File: src/rtl/lomb_pkg.sv
// Types and codes shared by the order matching book modules.
package lomb_pkg;

    typedef enum logic [1:0] {
        OP_NEW,
        OP_MODIFY,
        OP_CANCEL,
        OP_REPORT
    } op_e;

    typedef enum logic [2:0] {
        ST_RESTED,
        ST_TRADED,
        ST_DUPLICATE,
        ST_NOT_FOUND,
        ST_CANCELLED,
        ST_REPRICED,
        ST_BOOK_FULL,
        ST_REPORT
    } status_e;

    typedef enum logic [3:0] {
        E_CLEAR,
        E_IDLE,
        E_SCAN,
        E_DRAIN,
        E_DECIDE,
        E_RDF,
        E_RDC,
        E_WRF,
        E_WRC,
        E_OUT
    } eng_state_e;

    typedef struct packed {
        logic [1:0]  op;
        logic [7:0]  firm;
        logic [15:0] symbol;
        logic        side;
        logic [23:0] price;
    } req_t;

    typedef struct packed {
        logic [2:0]         status;
        logic [7:0]         counter_firm;
        logic [23:0]        trade_price;
        logic [8:0]         firm_open;
        logic [31:0]        firm_trades;
        logic signed [47:0] firm_cash;
        logic [8:0]         counter_open;
        logic [31:0]        counter_trades;
        logic signed [47:0] counter_cash;
    } rsp_t;

    // Classified command passed from the front end to the engine.
    typedef struct packed {
        op_e         op;
        logic [7:0]  firm;
        logic [15:0] symbol;
        logic        side;
        logic [23:0] price;
    } cmd_t;

    typedef struct packed {
        logic        valid;
        logic [7:0]  firm;
        logic [15:0] symbol;
        logic        side;
        logic [23:0] price;
        logic [31:0] stamp;
    } entry_t;

    typedef struct packed {
        logic [8:0]         open;
        logic [31:0]        trades;
        logic signed [47:0] cash;
    } stat_t;

endpackage

File: src/rtl/lomb_front.sv
// Front end: accepts request transactions and reduces the firm index.
module lomb_front #(
    parameter int unsigned FIRM_COUNT = 256
) (
    input  logic          clk,
    input  logic          rst_n,
    input  logic          req_valid,
    output logic          req_stall,
    input  lomb_pkg::req_t req,
    output logic          push,
    output lomb_pkg::cmd_t push_data,
    input  logic          q_full
);
    import lomb_pkg::*;

    logic       front_valid_reg;
    logic       front_valid_next;
    cmd_t       front_reg;
    logic [7:0] fmod_tab [256];
    logic       accept;

    // Firm index modulo the firm count, as a constant table.
    for (genvar g = 0; g < 256; g++) begin : g_mod
        assign fmod_tab[g] = 8'(g % FIRM_COUNT);
    end

    assign req_stall = front_valid_reg && q_full;
    assign accept    = req_valid && !req_stall;
    assign push      = front_valid_reg && !q_full;
    assign push_data = front_reg;

    always_comb
    begin
        front_valid_next = accept || (front_valid_reg && !push);
    end

    always_ff @(posedge clk or negedge rst_n)
    begin
        if (!rst_n)
        begin
            front_valid_reg <= 1'b0;
        end
        else
        begin
            front_valid_reg <= front_valid_next;
        end
    end

    always_ff @(posedge clk)
    begin
        if (accept)
        begin
            front_reg.op     <= op_e'(req.op);
            front_reg.firm   <= fmod_tab[req.firm];
            front_reg.symbol <= req.symbol;
            front_reg.side   <= req.side;
            front_reg.price  <= req.price;
        end
    end

endmodule

File: config.mk
export PLATFORM = sky130hd
export DESIGN_NAME = lomb_front
export DESIGN_NICKNAME = d
export VERILOG_FILES = /design/src/rtl/lomb_pkg.sv /design/src/rtl/lomb_front.sv
export SDC_FILE = /design/constraint.sdc
export NUM_CORES = 1
export LEC_CHECK = 0
export ABC_AREA = 0
export BUFFER_PORTS_ARGS = -buffer_cell sky130_fd_sc_hd__buf_4
export CAP_MARGIN = 0
export CORE_MARGIN = 10
export CORE_UTILIZATION = 36
export DETAILED_ROUTE_END_ITERATION = 16
export GPL_TIMING_DRIVEN = 0
export MAX_ROUTING_LAYER = met4
export PLACE_DENSITY = 0.82
export SLEW_MARGIN = 15
export SYNTH_ARGS = -nofsm -noshare
export SYNTH_HDL_FRONTEND = slang
export SYNTH_SLANG_ARGS = --single-unit
File: constraint.sdc
create_clock -name clk -period 4.59 [get_ports clk]
set_input_delay 0.459 -clock clk [delete_from_list [all_inputs] [get_ports clk]]
set_output_delay 0.459 -clock clk [all_outputs]
set_load 0.05 [all_outputs]
==> impl_metrics.json <==
{
  "vias_per_cell": 4.27,
  "status": "finished, final reports clean",
  "tritoncts": "yes",
  "cpPeakStageDelay_ns": 0.43,
  "rows": 24,
  "h-tree-depth": 2,
  "fin_crit_sh_pct": 34.3,
  "endpoint_kind": "primary output",
  "synth_most_common_cell": "edfxtp_1",
  "leakagePower_uw": 0.00110,
  "num_vias": 966,
  "powerDensity_nw_per_um2": 377,
  "cpLargestDelayFamily": "flip-flops",
  "ant_nets": 0,
  "finalPower_uw": 985,
  "yosysWarnings": 0,
  "synth_edf_count": 51,
  "min_period_ns": 1.57,
  "synthFlopType": "edfxtp_1",
  "r2r_slack_ns": 3.05,
  "grt_pass1_vias": 1119,
  "start_kind": "register",
  "coreArea_um2": 4290,
  "cts_buffers": 5,
  "synth_top_area_share_pct": 96.7,
  "antenna_found_initial": 0,
  "rsz0062_at_grt": "no",
  "critical_path.cell_chain": "nor2b_1, buf_4",
  "path_clk_slew_ns": 0.08,
  "required_ns": 4.13,
  "cp_slowest_cell": "dfrtp_1",
  "p_comb_share_pct": 19.0,
  "tightest_slew_ns": 0.430,
  "fin_nets": 228,
  "grt_pass1_wl_um": 5880,
  "cts_sinks": 52,
  "clock_power_share_pct": 24.1,
  "async_flop_share_pct": 1.92,
  "largest_reg_flops": 51,
  "final_util_pct": 60.8,
  "design_area_um2": 2610,
  "ys_seq_area_share_pct": 98.3,
  "die_w_um": 86.3,
  "final_cells": 226,
  "gp_congestion": 0.771,
  "insertion_delay_ns": 0.29,
  "finalHoldViolCount": 0,
  "crit_arrival_ns": 1.12,
  "crit_type": "register to primary output",
  "finClkSkew_ns": 0.00201,
  "syn_nets": 111,
  "max_freq_ghz": 0.635,
  "synth.distinct_cells": 6,
  "power.share.switching_pct": 26.5,
  "drive_gt1_share_pct": 67.2,
  "overflow": 0,
  "first_pass_iters": 2,
  "portBuffers": 107,
  "antenna_cells": 0,
  "cts_setup_buffers": 0,
  "ys_ff_latch": 52,
  "area_growth_pct": 64.8,
  "fp.dieArea_um2": 7450,
  "grt_start_max_net_pins": 23,
  "wl_per_cell_um": 17.9,
  "initial_core_util_pct": 36.9,
  "grt_usage_pct": 10.9,
  "wl_um": 4060,
  "die-height_um": 86.3,
  "cts_buffer_depth": 2,
  "drt_iter0_drc": 40,
  "synth.avg_cell_area_um2": 28.3,
  "io_pins": 108,
  "slew_headroom_pct": 71.2,
  "drc": 0,
  "final-setup-viol-count": 0,
  "seqPwrFrac_pct": 56.8,
  "post-dp-hpwl_um": 3400,
  "hold_class": "input port to register",
  "maxCapViolations": 0,
  "syn_inst": 56,
  "ir_drop_v": 0.000266,
  "root_buffer": "clkbuf_8",
  "critPathBufInv": 1,
  "dp.cells": 217,
  "place_area_um2": 2520,
  "synth_top_area_cell": "edfxtp_1",
  "p_switching_uw": 261,
  "cp_max_fo": 4,
  "setup-tns-final_ns": 0,
  "syn_area_um2": 1580,
  "p_int_uw": 724,
  "report.final.slew_viol_count": 0,
  "synthTopCellsByArea": "edfxtp_1 (97%), dfrtp_1 (1.6%), a21boi_0 (0.47%)"
}
## power by group through the flow
stage	logic, uW	clock network, uW	registers, uW
finish	187	237	560
global placement	177	0	573
floorplan	14.2	0	659
global route	195	270	562
detailed placement	190	0	571
CTS	190	246	560
## path summary, 6_finish.rpt
check                                startpoint         endpoint  cells after the start
min in group asynchronous                 rst_n  front_valid_reg                      2
worst min-delay path                    req[13]    push_data[13]                      1
worst max register to register  front_valid_reg    push_data[11]                      3
worst max-delay path            front_valid_reg             push                      2
worst min register to register  front_valid_reg  front_valid_reg                      1
max in group asynchronous                 rst_n  front_valid_reg                      2
## cells by family (layout without fill, tap and decap cells)
group                  after synthesis  in the layout  synth area share, %
AO/OA/AOI/OAI                        2              2                0.948
buffers and inverters                0            118                    0
flip-flops                          52             52                 98.3
AND/OR/NAND/NOR                      2              2                0.790
## layer usage
layer	vias to the layer above	routed length [um]	global-route usage [%]
li1	457	-	-
met1	443	1330	9.74
met2	60	2140	17.9
met3	6	541	7.88
met4	0	49	3.53
met5	-	0	-
## layout make-up
| type | instances | area, um2 |
|---|---|---|
| well taps | 52 | 65.1 |
| clock inverters | 3 | 13.8 |
| multi-input cells | 4 | 38.8 |
| fillers | 337 | 1680 |
| repair buffers | 110 | 868 |
| flip-flops and latches | 52 | 1560 |
| clock buffers | 5 | 68.8 |
## metrics by stage
step / worst slack, ns / hold slack [ns]
2_1_floorplan: 1.20 / 0.163
3_3_place_gp: 0.549 / 0.235
3_5_place_dp: 2.87 / 0.235
4_1_cts: 3.00 / 0.326
5_1_grt: 2.95 / 0.310
6_report: 3.02 / 0.335
## repair_timing
action,4_1_cts,5_1_grt
hold endpoints to repair,1,0
hold buffers,1,0
resized for setup,0,0
## placed cells by master, fill, tap and decap left out
cell type and n:
clkbuf_8 5, a21boi_4 1, dfrtp_1 1, edfxtp_1 51
a21o_1 1, buf_4 107, clkinv_2 2, clkinv_1 1
nor2b_1 1, dlygate4sd3_1 1, buf_16 2, and2_1 1
Note: power is estimated with default switching activity, not from simulation.
