File: config.mk
export PLATFORM = sky130hd
export DESIGN_NAME = lomb_queue
export DESIGN_NICKNAME = d
export VERILOG_FILES = /design/src/rtl/lomb_pkg.sv /design/src/rtl/lomb_queue.sv
export SDC_FILE = /design/constraint.sdc
export NUM_CORES = 1
export LEC_CHECK = 0
export BUFFER_PORTS_ARGS = -buffer_cell sky130_fd_sc_hd__buf_2
export CORE_MARGIN = 2
export CORE_UTILIZATION = 45
export DETAILED_ROUTE_END_ITERATION = 12
export PLACE_DENSITY = 0.75
export SLEW_MARGIN = 20
export SYNTH_ARGS = -nofsm -noshare
export SYNTH_HDL_FRONTEND = slang
export SYNTH_SLANG_ARGS = --single-unit
File: constraint.sdc
create_clock -name clk -period 3 [get_ports clk]
set_input_delay 0.45 -clock clk [delete_from_list [all_inputs] [get_ports clk]]
set_output_delay 0.45 -clock clk [all_outputs]
set_load 0.02 [all_outputs]
File: src/rtl/lomb_pkg.sv
// Types and codes shared by the order matching book modules.
package lomb_pkg;

    typedef enum logic [1:0] {
        OP_NEW,
        OP_MODIFY,
        OP_CANCEL,
        OP_REPORT
    } op_e;

    typedef enum logic [2:0] {
        ST_RESTED,
        ST_TRADED,
        ST_DUPLICATE,
        ST_NOT_FOUND,
        ST_CANCELLED,
        ST_REPRICED,
        ST_BOOK_FULL,
        ST_REPORT
    } status_e;

    typedef enum logic [3:0] {
        E_CLEAR,
        E_IDLE,
        E_SCAN,
        E_DRAIN,
        E_DECIDE,
        E_RDF,
        E_RDC,
        E_WRF,
        E_WRC,
        E_OUT
    } eng_state_e;

    typedef struct packed {
        logic [1:0]  op;
        logic [7:0]  firm;
        logic [15:0] symbol;
        logic        side;
        logic [23:0] price;
    } req_t;

    typedef struct packed {
        logic [2:0]         status;
        logic [7:0]         counter_firm;
        logic [23:0]        trade_price;
        logic [8:0]         firm_open;
        logic [31:0]        firm_trades;
        logic signed [47:0] firm_cash;
        logic [8:0]         counter_open;
        logic [31:0]        counter_trades;
        logic signed [47:0] counter_cash;
    } rsp_t;

    // Classified command passed from the front end to the engine.
    typedef struct packed {
        op_e         op;
        logic [7:0]  firm;
        logic [15:0] symbol;
        logic        side;
        logic [23:0] price;
    } cmd_t;

    typedef struct packed {
        logic        valid;
        logic [7:0]  firm;
        logic [15:0] symbol;
        logic        side;
        logic [23:0] price;
        logic [31:0] stamp;
    } entry_t;

    typedef struct packed {
        logic [8:0]         open;
        logic [31:0]        trades;
        logic signed [47:0] cash;
    } stat_t;

endpackage

File: src/rtl/lomb_queue.sv
// Two-entry command queue between the front end and the engine.
module lomb_queue (
    input  logic           clk,
    input  logic           rst_n,
    input  logic           push,
    input  lomb_pkg::cmd_t push_data,
    output logic           full,
    input  logic           pop,
    output lomb_pkg::cmd_t pop_data,
    output logic           empty
);
    import lomb_pkg::*;

    cmd_t       slot_reg [2];
    logic       wr_ptr_reg;
    logic       rd_ptr_reg;
    logic [1:0] count_reg;
    logic       do_push;
    logic       do_pop;

    assign full     = (count_reg == 2'd2);
    assign empty    = (count_reg == 2'd0);
    assign do_push  = push && !full;
    assign do_pop   = pop && !empty;
    assign pop_data = slot_reg[rd_ptr_reg];

    always_ff @(posedge clk or negedge rst_n)
    begin
        if (!rst_n)
        begin
            wr_ptr_reg <= 1'b0;
            rd_ptr_reg <= 1'b0;
            count_reg  <= 2'd0;
        end
        else
        begin
            if (do_push)
            begin
                wr_ptr_reg <= !wr_ptr_reg;
            end
            if (do_pop)
            begin
                rd_ptr_reg <= !rd_ptr_reg;
            end
            if (do_push && !do_pop)
            begin
                count_reg <= count_reg + 2'd1;
            end
            else if (do_pop && !do_push)
            begin
                count_reg <= count_reg - 2'd1;
            end
        end
    end

    always_ff @(posedge clk)
    begin
        if (do_push)
        begin
            slot_reg[wr_ptr_reg] <= push_data;
        end
    end

endmodule

==> results.yml <==
global_routing:
  grt_max_degree: 53
  antenna_found_initial: 1
  grt_pass1_vias: 2011
  grt_pass1_wl_um: 9620
  grt_util_all_layers_pct: 12.7
  gr-total-overflow: 0
floorplanning:
  die_w_um: 99.8
  dieArea_mm2: 0.00996
  rows: 34
  core-area_mm2: 0.00881
  start_util_pct: 46.9
  dieHeight_um: 99.8
  num_io_pins: 108
pwr:
  p_leak_nw: 1.99
  pwr-share-clk_pct: 16.3
  seqPwrFrac_pct: 48.3
  pwr-share-comb_pct: 35.4
  p_int_w: 0.00318
  vdd_drop_max_mv: 0.624
  switching_share_pct: 33.5
  powerDensity_mw_per_mm2: 971
  switchingPower_w: 0.00160
  power_w: 0.00478
layout:
  antenna_cells: 0
  finish.net_count: 349
  fill_cells: 712
  largest_reg_flops: 102
  final_cells: 406
  drive_gt1_share_pct: 59.7
  area_delta_synth_final_pct: 19.4
sta:
  tns_ns: 0
  relSlewSlack_pct: 35.7
  worst_slew_pin_slew_ns: 0.964
  final-setup-viol-count: 0
  fin_skew_ns: 0.00825
  rsz0062_at_grt: "false"
  fin_crit_sh_pct: 82.9
  finalHoldViolations: 0
  max_freq_ghz: 0.402
  drv_slew: 0
  finalCriticalPeriod_ns: 2.49
clock_network:
  path_clk_slew_ns: 0.10
  cts-htree-levels: 3
  tritoncts.num_buffers: 9
  clockRootBuffer: "clkbuf_8"
  cts_resized: 0
  cts_buffer_depth: 2
  tritoncts: "yes"
  worstSkewPairLatency_ns: 0.35
  cts.sinks: 106
yosys:
  yosysTopAreaCellShare_pct: 74.2
  synthCells: 178
  synth_nets: 234
  synth_cell_types: 15
  yosysTopAreaCell: "edfxtp_1"
  syn-cell-area_mm2: 0.00413
  synth_top_cells_by_area: "edfxtp_1 74%, mux2_4 18%, buf_12 2.4%, dfrtp_1 2.4%, xnor2_1 0.64%"
  avgSynthCellArea_um2: 23.2
  yosys_warnings: 0
  synth-seq-cells: 106
  yosysSeqAreaShare_pct: 76.6
critical_path:
  crit_path_end_kind: "output pin"
  cp_max_fo: 52
  worstSetupPathType: "reg -> out"
  cp_slowest_cell: "dfrtp_4"
  regToRegSetupSlack_ns: 1.09
  worstPathCellList: "mux2_2, buf_2"
  start_kind: "flop"
  cp.arrival_ns: 2.04
  slowest_delay_ns: 1.08
  crit_required_ns: 2.55
run:
  cap_violations: 0
place:
  dp_cells: 389
  gp_congestion: 0.663
  io_buffers: 107
  dp_hpwl_um: 4130
detailed_routing:
  route.detailed.drc: 0
  dr.pass1.iters: 6
  vias: 1927
  ant_nets: 0
  routed_wl_um: 6260
  vias_per_cell: 4.75
  drt_iter0_drc: 69
  wl_per_cell_um: 15.4
outcome:
  status: "finished clean"
worst_hold_path:
  hold_class: "in -> reg"
[layout make-up]
| type | count | area [µm²] | area share (%) |
|---|---|---|---|
| sequential | 106 | 3170 | 64.3 |
| multi-input combinational | 64 | 856 | 17.4 |
| timing repair buffer | 110 | 586 | 11.9 |
| tap | 108 | 135 | 2.74 |
| clock buffer | 9 | 124 | 2.51 |
| clock inverter | 7 | 53.8 | 1.09 |
| inverter | 2 | 7.51 | 0.152 |
[cells by family after synthesis]
| group | synth area share (%) |
|---|---|
| flops | 76.6 |
| simple gates | 0.667 |
| buf+inv | 2.88 |
| mux | 18.4 |
| xor+xnor | 1.06 |
| fa+ha+maj | 0.303 |
| compound gates | 0.121 |
[cells in the mapped netlist (all sizes together)]
cell / count
inv: 2
xor2: 2
nor2: 3
nand2: 1
nand2b: 1
ha: 1
buf: 6
and3: 1
xnor2: 3
mux2: 51
dfrtp: 4
o21ai: 1
edfxtp: 102
[power groups by stage]
| stage | Combinational [W] | Clock (W) | Sequential [W] |
|---|---|---|---|
| 5_1_grt | 0.00180 | 0.000870 | 0.00236 |
| 6_report | 0.00169 | 0.000780 | 0.00231 |
| 3_3_place_gp | 0.00171 | 0 | 0.00233 |
| 4_1_cts | 0.00172 | 0.000806 | 0.00232 |
| 2_1_floorplan | 0.00154 | 0 | 0.00214 |
| 3_5_place_dp | 0.00171 | 0 | 0.00235 |
[timing repair]
| action | CTS | global route |
|---|---|---|
| hold buffers | 1 | 0 |
| buffers inserted | 0 | 0 |
| endpoints found under the setup margin | 0 | 0 |
| hold endpoints to repair | 4 | 0 |
[layout by cell type (no fill, tap or decap), types with 2 or more instances in the layout]
cell      count
mux2_2        2
xor2_1        2
inv_1         2
clkbuf_8      9
edfxtp_1    102
dfrtp_1       3
clkinv_4      2
mux2_4       49
buf_2       107
xnor2_1       3
buf_12        2
nor2_1        2
[stage by stage]
step | util [%] | setup slack, ns | instance area [µm²] | hold WS [ns]
final | 56.0 | 0.513 | 4930 | 0.283
after CTS | 56.0 | 0.479 | 4930 | 0.260
after floorplan | - | 0.601 | 4130 | 0.154
after global routing | 56.0 | 0.397 | 4930 | 0.254
after detailed placement | 53.8 | 0.892 | 4740 | 0.266
after global placement | 53.8 | 0.897 | 4740 | 0.260
[layer usage]
metal  share of wire (%)  track usage (%)  vias up  wire (µm)
met4                0.75             3.16        2         47
met3                 6.9             4.60        8        429
li1                    -                -      922          -
met5                0.21                0        -         13
met1                  43             16.2      926       2690
met2                  49             20.9       69       3090
[final timing paths]
| check | from | cells after the start | end |
|---|---|---|---|
| worst min register to register | count_reg[1] | 1 | count_reg[1] |
| max in group asynchronous | rst_n | 2 | rd_ptr_reg |
| worst max-delay path | rd_ptr_reg | 2 | pop_data[41] |
| worst min-delay path | push_data[20] | 1 | slot_reg[0][20] |
| min in group asynchronous | rst_n | 2 | rd_ptr_reg |
| worst max register to register | count_reg[0] | 4 | slot_reg[0][49] |
[worst max-delay path: cells and delay by family, from the launching register on]
kind                   cells  cell delay (ns)
flip-flops                 1             1.08
multiplexers               1             0.42
buffers and inverters      1             0.16
No activity file was read; power rests on OpenSTA's default activity.
